[src/rtl/cbf_pkg.sv]
package cbf_pkg;

   localparam logic [7:0] SOH_BYTE   = 8'h01;
   localparam logic [7:0] STX_BYTE   = 8'h02;
   localparam logic [7:0] ETX_BYTE   = 8'h03;
   localparam logic [7:0] ESC_BYTE   = 8'h1B;
   localparam logic [7:0] CRC_POLY   = 8'h85;
   localparam logic [7:0] ADDR_RESET = 8'h41;

   localparam int MAX_BYTES = 5;
   localparam int IDX_W     = 3;

   typedef struct packed {
      logic [MAX_BYTES-1:0][7:0] bytes;
      logic [IDX_W-1:0]          count;
      logic                      frame_end;
   } job_type;

   function automatic logic [7:0] crc8_update(input logic [7:0] crc, input logic [7:0] data);
      logic [7:0] c;
      c = crc;
      for (int i = 7; i >= 0; i--) begin
         if (c[7] ^ data[i]) begin
            c = {c[6:0], 1'b0} ^ CRC_POLY;
         end else begin
            c = {c[6:0], 1'b0};
         end
      end
      return c;
   endfunction

   function automatic logic needs_escape(input logic [7:0] b);
      return (b == SOH_BYTE) || (b == STX_BYTE) || (b == ETX_BYTE) || (b == ESC_BYTE);
   endfunction

endpackage

[src/rtl/cbf_queue.sv]
module cbf_queue
   import cbf_pkg::*;
#(
   parameter int DEPTH = 2
) (
   input  logic    clock,
   input  logic    reset,
   input  logic    push,
   input  job_type push_job,
   input  logic    pop,
   output logic    full,
   output logic    empty,
   output job_type head_job
);

   localparam int PW = (DEPTH > 1) ? $clog2(DEPTH) : 1;
   localparam int CW = $clog2(DEPTH + 1);
   localparam logic [PW-1:0] LAST_PTR = PW'(DEPTH - 1);
   localparam logic [CW-1:0] FULL_CNT = CW'(DEPTH);

   job_type       mem_ff [DEPTH];
   logic [PW-1:0] wr_ptr_ff, wr_ptr_in;
   logic [PW-1:0] rd_ptr_ff, rd_ptr_in;
   logic [CW-1:0] count_ff, count_in;

   assign full     = (count_ff == FULL_CNT);
   assign empty    = (count_ff == '0);
   assign head_job = mem_ff[rd_ptr_ff];

   always_comb begin
      wr_ptr_in = wr_ptr_ff;
      rd_ptr_in = rd_ptr_ff;
      count_in  = count_ff;
      if (push) begin
         wr_ptr_in = (wr_ptr_ff == LAST_PTR) ? '0 : wr_ptr_ff + PW'(1);
      end
      if (pop) begin
         rd_ptr_in = (rd_ptr_ff == LAST_PTR) ? '0 : rd_ptr_ff + PW'(1);
      end
      if (push && !pop) begin
         count_in = count_ff + CW'(1);
      end else if (pop && !push) begin
         count_in = count_ff - CW'(1);
      end
   end

   always_ff @(posedge clock) begin
      if (reset) begin
         wr_ptr_ff <= '0;
         rd_ptr_ff <= '0;
         count_ff  <= '0;
      end else begin
         wr_ptr_ff <= wr_ptr_in;
         rd_ptr_ff <= rd_ptr_in;
         count_ff  <= count_in;
      end
   end

   always_ff @(posedge clock) begin
      if (push) begin
         mem_ff[wr_ptr_ff] <= push_job;
      end
   end

   a_no_push_full: assert property (@(posedge clock) disable iff (reset)
      full |-> !push || pop)
      else $error("push into full queue");

   a_no_pop_empty: assert property (@(posedge clock) disable iff (reset)
      empty |-> !pop)
      else $error("pop from empty queue");

   a_count_bound: assert property (@(posedge clock) disable iff (reset)
      count_ff <= FULL_CNT)
      else $error("queue count out of range");

endmodule

[src/rtl/cbf_front.sv]
module cbf_front
   import cbf_pkg::*;
(
   input  logic       clock,
   input  logic       reset,
   input  logic       req_valid,
   output logic       req_stall,
   input  logic [7:0] req_data_byte,
   input  logic       req_last_byte,
   input  logic [7:0] address_byte,
   input  logic       queue_full,
   output logic       push,
   output job_type    push_job
);

   logic [7:0] crc_ff, crc_in;
   logic       inside_ff, inside_in;
   logic [7:0] crc_next;
   logic       esc_data;
   logic       esc_crc;
   logic       closing;

   assign req_stall = queue_full;
   assign push      = req_valid && !queue_full;
   assign crc_next  = crc8_update(crc_ff, req_data_byte);
   assign esc_data  = needs_escape(req_data_byte);
   assign esc_crc   = needs_escape(crc_next);
   assign closing   = inside_ff && req_last_byte;

   always_comb begin
      logic [IDX_W-1:0] p;
      push_job = '0;
      p        = '0;
      if (!inside_ff) begin
         push_job.bytes[0] = SOH_BYTE;
         push_job.bytes[1] = address_byte;
         push_job.bytes[2] = STX_BYTE;
         p = IDX_W'(3);
      end
      if (esc_data) begin
         push_job.bytes[p] = ESC_BYTE;
         p = p + IDX_W'(1);
      end
      push_job.bytes[p] = req_data_byte;
      p = p + IDX_W'(1);
      if (closing) begin
         if (esc_crc) begin
            push_job.bytes[p] = ESC_BYTE;
            p = p + IDX_W'(1);
         end
         push_job.bytes[p] = crc_next;
         p = p + IDX_W'(1);
         push_job.bytes[p] = ETX_BYTE;
         p = p + IDX_W'(1);
         push_job.frame_end = 1'b1;
      end
      push_job.count = p;
   end

   always_comb begin
      crc_in    = crc_ff;
      inside_in = inside_ff;
      if (push) begin
         if (!inside_ff) begin
            crc_in    = '0;
            inside_in = 1'b1;
         end else if (req_last_byte) begin
            crc_in    = '0;
            inside_in = 1'b0;
         end else begin
            crc_in = crc_next;
         end
      end
   end

   always_ff @(posedge clock) begin
      if (reset) begin
         crc_ff    <= '0;
         inside_ff <= 1'b0;
      end else begin
         crc_ff    <= crc_in;
         inside_ff <= inside_in;
      end
   end

   a_crc_zero_outside: assert property (@(posedge clock) disable iff (reset)
      !inside_ff |-> crc_ff == '0)
      else $error("crc not cleared between frames");

   a_open_after_length: assert property (@(posedge clock) disable iff (reset)
      push && !inside_ff |=> inside_ff)
      else $error("length byte did not open frame");

   a_close_on_last: assert property (@(posedge clock) disable iff (reset)
      push && closing |=> !inside_ff && crc_ff == '0)
      else $error("last byte did not close frame");

endmodule

[src/rtl/cbf_back.sv]
module cbf_back
   import cbf_pkg::*;
(
   input  logic       clock,
   input  logic       reset,
   input  logic       queue_empty,
   input  job_type    head_job,
   output logic       pop,
   output logic       rsp_valid,
   input  logic       rsp_stall,
   output logic [7:0] rsp_line_byte,
   output logic       rsp_run_last,
   output logic       rsp_frame_end
);

   logic [IDX_W-1:0] idx_ff, idx_in;
   logic             valid_ff, valid_in;
   logic [7:0]       byte_ff, byte_in;
   logic             run_last_ff, run_last_in;
   logic             frame_end_ff, frame_end_in;
   logic             load;
   logic             at_end;

   assign load   = !valid_ff || !rsp_stall;
   assign at_end = (idx_ff == head_job.count - IDX_W'(1));
   assign pop    = load && !queue_empty && at_end;

   always_comb begin
      idx_in       = idx_ff;
      valid_in     = valid_ff;
      byte_in      = byte_ff;
      run_last_in  = run_last_ff;
      frame_end_in = frame_end_ff;
      if (load) begin
         valid_in = !queue_empty;
         if (!queue_empty) begin
            byte_in      = head_job.bytes[idx_ff];
            run_last_in  = at_end;
            frame_end_in = at_end && head_job.frame_end;
            idx_in       = at_end ? '0 : idx_ff + IDX_W'(1);
         end
      end
   end

   always_ff @(posedge clock) begin
      if (reset) begin
         idx_ff   <= '0;
         valid_ff <= 1'b0;
      end else begin
         idx_ff   <= idx_in;
         valid_ff <= valid_in;
      end
   end

   always_ff @(posedge clock) begin
      byte_ff      <= byte_in;
      run_last_ff  <= run_last_in;
      frame_end_ff <= frame_end_in;
   end

   assign rsp_valid     = valid_ff;
   assign rsp_line_byte = byte_ff;
   assign rsp_run_last  = run_last_ff;
   assign rsp_frame_end = frame_end_ff;

   a_end_is_run_last: assert property (@(posedge clock) disable iff (reset)
      valid_ff && frame_end_ff |-> run_last_ff && byte_ff == ETX_BYTE)
      else $error("frame end not on closing ETX");

   a_idx_in_range: assert property (@(posedge clock) disable iff (reset)
      !queue_empty |-> idx_ff < head_job.count)
      else $error("byte index beyond job");

   a_idx_idle_zero: assert property (@(posedge clock) disable iff (reset)
      queue_empty |-> idx_ff == '0)
      else $error("byte index left mid job");

endmodule

[src/rtl/crc8_byte_stuffed_packet_framer_top.sv]
// channel  dir  handshake            payload
// req      in   req_valid/req_stall  req_data_byte[7:0], req_last_byte
// rsp      out  rsp_valid/rsp_stall  rsp_line_byte[7:0], rsp_run_last, rsp_frame_end
// csr      in   csr_valid/csr_ready  csr_data[7:0] (address byte)
//
// One line byte leaves per cycle while rsp_stall is low and a job waits; an input
// yields 1 to 5 bytes, sent from the single output register of the byte sequencer.
// Input is taken every cycle while the job queue has room (QUEUE_DEPTH entries).
// Reset is synchronous: empties the queue, clears the CRC, address back to 0x41.
// rsp_stall holds the output register; req_stall rises only when the queue is full.
module crc8_byte_stuffed_packet_framer_top
   import cbf_pkg::*;
#(
   parameter int QUEUE_DEPTH = 2
) (
   input  logic       clock,
   input  logic       reset,
   input  logic       req_valid,
   output logic       req_stall,
   input  logic [7:0] req_data_byte,
   input  logic       req_last_byte,
   output logic       rsp_valid,
   input  logic       rsp_stall,
   output logic [7:0] rsp_line_byte,
   output logic       rsp_run_last,
   output logic       rsp_frame_end,
   input  logic       csr_valid,
   output logic       csr_ready,
   input  logic [7:0] csr_data
);

   logic [7:0] addr_ff, addr_in;
   logic       push;
   logic       pop;
   logic       queue_full;
   logic       queue_empty;
   job_type    push_job;
   job_type    head_job;

   assign csr_ready = 1'b1;
   assign addr_in   = (csr_valid && csr_ready) ? csr_data : addr_ff;

   always_ff @(posedge clock) begin
      if (reset) begin
         addr_ff <= ADDR_RESET;
      end else begin
         addr_ff <= addr_in;
      end
   end

   cbf_front u_front (
      .clock         (clock),
      .reset         (reset),
      .req_valid     (req_valid),
      .req_stall     (req_stall),
      .req_data_byte (req_data_byte),
      .req_last_byte (req_last_byte),
      .address_byte  (addr_ff),
      .queue_full    (queue_full),
      .push          (push),
      .push_job      (push_job)
   );

   cbf_queue #(
      .DEPTH (QUEUE_DEPTH)
   ) u_queue (
      .clock    (clock),
      .reset    (reset),
      .push     (push),
      .push_job (push_job),
      .pop      (pop),
      .full     (queue_full),
      .empty    (queue_empty),
      .head_job (head_job)
   );

   cbf_back u_back (
      .clock         (clock),
      .reset         (reset),
      .queue_empty   (queue_empty),
      .head_job      (head_job),
      .pop           (pop),
      .rsp_valid     (rsp_valid),
      .rsp_stall     (rsp_stall),
      .rsp_line_byte (rsp_line_byte),
      .rsp_run_last  (rsp_run_last),
      .rsp_frame_end (rsp_frame_end)
   );

endmodule
[config.mk]
export PLATFORM = sky130hd
export DESIGN_NAME = crc8_byte_stuffed_packet_framer_top
export DESIGN_NICKNAME = d
export VERILOG_FILES = /design/src/rtl/cbf_pkg.sv /design/src/rtl/cbf_queue.sv /design/src/rtl/cbf_front.sv /design/src/rtl/cbf_back.sv /design/src/rtl/crc8_byte_stuffed_packet_framer_top.sv
export SDC_FILE = /design/constraint.sdc
export NUM_CORES = 1
export LEC_CHECK = 0
export ABC_CLOCK_PERIOD_IN_PS = 6400
export BUFFER_PORTS_ARGS = -buffer_cell sky130_fd_sc_hd__clkbuf_2
export CAP_MARGIN = 20
export CORE_UTILIZATION = 55
export DETAILED_ROUTE_END_ITERATION = 8
export PLACE_DENSITY = 0.83
export SKIP_CTS_REPAIR_TIMING = 1
export SYNTH_ARGS = -nofsm -noshare
export SYNTH_HDL_FRONTEND = slang
export SYNTH_SLANG_ARGS = --single-unit
[constraint.sdc]
create_clock -name clock -period 6.4 [get_ports clock]
set_input_delay 1.28 -clock clock [delete_from_list [all_inputs] [get_ports clock]]
set_output_delay 1.28 -clock clock [all_outputs]
set_load 0.05 [all_outputs]
==> flow_summary.yaml <==
outcome:
  status: "complete, no violations"
place:
  io_buffers: 33
  dp.cells: 718
  dpl.hpwl_um: 11300
  place_congestion: 0.921
  dp_slack_ns: 0.506
floorplan:
  start_util_pct: 57.6
  fp.dieW_um: 112
  die-area_mm2: 0.0126
  row_count: 39
  ios: 35
  dieHeight_um: 112
  core_mm2: 0.0116
worst_hold_path:
  hold_path_end: "u_back.rsp_valid"
  hp-class: "reg2reg"
  whs_path_depth: 2
  hold_path.startpoint: "u_back.rsp_valid"
cells_and_area:
  area_delta_synth_final_pct: 13.2
  nets: 631
  final_cells: 751
  drive_above_1_share_pct: 21.5
  fillers: 839
  diodes: 0
run:
  drv_cap: 0
setup_path:
  cp_max_fo: 11
  reg2regPathDepth: 13
  critPathLaunchType: "input pin"
  crit_arrival_ns: 5.72
  critPathKind: "in2reg"
  r2r_setup_slack_ns: 1.58
  r2r_end: "u_queue.mem_ff[1][24]"
  r2r-start: "u_front.crc_ff[2]"
  cp.required_ns: 6.55
  end_kind: "flip-flop"
synthesis:
  synth_top_area_share_pct: 44.0
  synth_area_mm2: 0.00668
  yosysTopAreaCell: "edfxtp_1"
  ys_types: 73
  synth_commonest_cells: "edfxtp_1 (98), nand2_1 (53), nor2_1 (51)"
  synth-edff-count: 98
  synthTopCellsByArea: "edfxtp_1 (44%), dfxtp_1 (7.8%), mux4_2 (5.4%)"
  dominantRegCellSynth: "edfxtp_1"
  seq_area_frac_synth_pct: 51.8
  syn_inst: 573
  yosys_warnings: 0
  synth-async-reset-ratio_pct: 0
  syn_nets: 609
  synth_most_common_cell: "edfxtp_1"
  synth.avg_cell_area_um2: 11.7
  ys_ff_latch: 124
clock_tree:
  clk_latency_ns: 0.42
  clockBufferDepth: 2
  path_clk_slew_ns: 0.06
  root_buffer: "clkbuf_16"
  h-tree-depth: 4
  cts_tree: "done"
  numCtsBuffers: 17
  cts_num_sinks: 124
detailed_routing:
  drt_iter0_markers: 548
  via_per_inst: 6.55
  dr.pass1.iters: 7
  drc: 0
  vias: 4916
  routedWlPerCell_um: 22.2
  ant_nets: 0
  drt-total-wl_um: 16600
timing:
  setup_slack_ns: 0.828
  finalSetupTns_ns: 0
  finClkSkew_ns: 0.0130
  worst_slew_pin_slew_ns: 1.05
  slew_violations: 0
  slew_headroom_pct: 29.7
  fin_crit_ns: 5.57
  timing.final.hold_violations: 0
  rsz0062_at_grt: "no"
  setup_violations: 0
  fmax_mhz: 179
  finalCritPeriodShare_pct: 87.1
grt:
  grt_usage_pct: 27.9
  grt_pass1_vias: 4693
  grt_pass1_wl_um: 26100
  grt_max_degree: 36
  antenna_found_initial: 0
  overflow: 0
power:
  vdd_drop_max_uv: 247
  p_per_area_mw_per_mm2: 418
  leakagePower_nw: 2.81
==> area by class of cell <==
| cell class | instances | area [um2] | area share [%] |
|---|---|---|---|
| Clock buffer | 22 | 528 | 6.98 |
| Sequential cell | 124 | 3460 | 45.8 |
| Tap cell | 143 | 179 | 2.36 |
| Inverter | 15 | 58.8 | 0.777 |
| Multi-Input combinational cell | 397 | 3030 | 40.0 |
| Timing Repair Buffer | 40 | 218 | 2.88 |
| Clock inverter | 10 | 93.8 | 1.24 |
==> layer usage <==
layer / share of wire [%] / track usage (%)
met5: 0 / 0
met4: 2.9 / 11.4
met3: 7.7 / 5.72
met2: 49 / 46.8
met1: 40 / 35.6
==> logic make-up (layout without fill, tap and decap cells) <==
kind of cell | Yosys count | count (layout) | share of synthesized area (%)
other | 1 | 1 | 0.0561
buffers and inverters | 52 | 87 | 3.11
XOR/XNOR | 36 | 36 | 6.16
flip-flops | 124 | 124 | 51.8
adder cells (fa/ha/maj) | 14 | 14 | 2.73
multiplexers | 45 | 45 | 10.0
AND/OR/NAND/NOR | 173 | 173 | 12.3
AO/OA/AOI/OAI | 128 | 128 | 13.8
==> stage by stage <==
stage / instance area, um2 / hold WS [ns] / utilization (%) / power [mW]
floorplan: 6680 / 0.452 / - / 1.92
global placement: 6940 / 0.454 / 59.8 / 2.13
detailed placement: 6940 / 0.494 / 59.8 / 2.17
CTS: 7560 / 0.503 / 65.1 / 3.16
global route: 7570 / 0.533 / 65.2 / 3.29
finish: 7570 / 0.493 / 65.2 / 3.16
==> state kept, by name, indices dropped and copies added, names as in the netlist, named ones only <==
name / count
u_back.rsp_run_last: 1
u_front.inside_ff: 1
u_front.crc_ff: 8
u_queue.mem_ff: 88
addr_ff: 8
u_back.idx_ff: 3
u_queue.rd_ptr_ff: 1
u_back.rsp_line_byte: 8
u_queue.wr_ptr_ff: 1
u_queue.count_ff: 2
u_back.rsp_valid: 1
u_back.rsp_frame_end: 1
==> critical path, cell delays in order <==
cell and delay [ns]:
clkbuf_2 0.24, xnor2_4 0.32, xor2_2 0.42, mux2_2 0.38
mux2i_1 0.28, a211o_4 0.21, inv_4 0.07, fa_1 0.52
ha_1 0.29, or3b_2 0.47, o31a_1 0.31, and4_4 0.21
nand2b_1 0.16, a221oi_1 0.54
==> power by group <==
group	leakage [nW]	total (mW)	internal [mW]	switching (mW)
Sequential	1.15	1.18	1.09	0.0845
Clock	0.305	0.984	0.626	0.358
Combinational	1.35	1.00	0.345	0.657
==> how the worst max path moves through the flow <==
| stage | cells after the start | to | startpoint | slack, ns |
|---|---|---|---|---|
| after floorplan | 13 | u_queue.mem_ff[0][20] | req_data_byte[6] | 1.11 |
| after global placement | 14 | u_queue.mem_ff[0][24] | req_data_byte[3] | 0.68 |
| after detailed placement | 14 | u_queue.mem_ff[0][24] | req_data_byte[3] | 0.51 |
| after CTS | 14 | u_queue.mem_ff[1][24] | req_data_byte[3] | 0.93 |
| after global routing | 14 | u_queue.mem_ff[0][24] | req_data_byte[3] | 0.71 |
| final | 14 | u_queue.mem_ff[1][24] | req_data_byte[3] | 0.83 |
==> layout by cell type (no fill, tap or decap), types with 3 or more instances in the layout <==
| cell type | n |
|---|---|
| inv_4 | 3 |
| a21oi_1 | 28 |
| o21ai_0 | 21 |
| nand4_1 | 5 |
| a211oi_1 | 4 |
| clkbuf_16 | 20 |
| xnor2_1 | 18 |
| xnor2_2 | 4 |
| inv_1 | 13 |
| and3_1 | 11 |
| and2_1 | 5 |
| mux4_2 | 16 |
| ha_1 | 13 |
| mux2i_1 | 16 |
| xor2_1 | 9 |
| mux2_2 | 12 |
| nand2_1 | 53 |
| buf_4 | 6 |
| a31o_2 | 4 |
| a32o_1 | 6 |
| o31ai_1 | 3 |
| a21oi_2 | 3 |
| edfxtp_1 | 98 |
| a22oi_1 | 17 |
| nand3_1 | 14 |
| nor2_1 | 49 |
| clkbuf_2 | 33 |
| nand2b_1 | 6 |
| nor2b_1 | 8 |
| nor3_1 | 7 |
| o22ai_1 | 5 |
| dfxtp_1 | 26 |
| a221oi_1 | 9 |
Power figures use the tool's default switching activity.
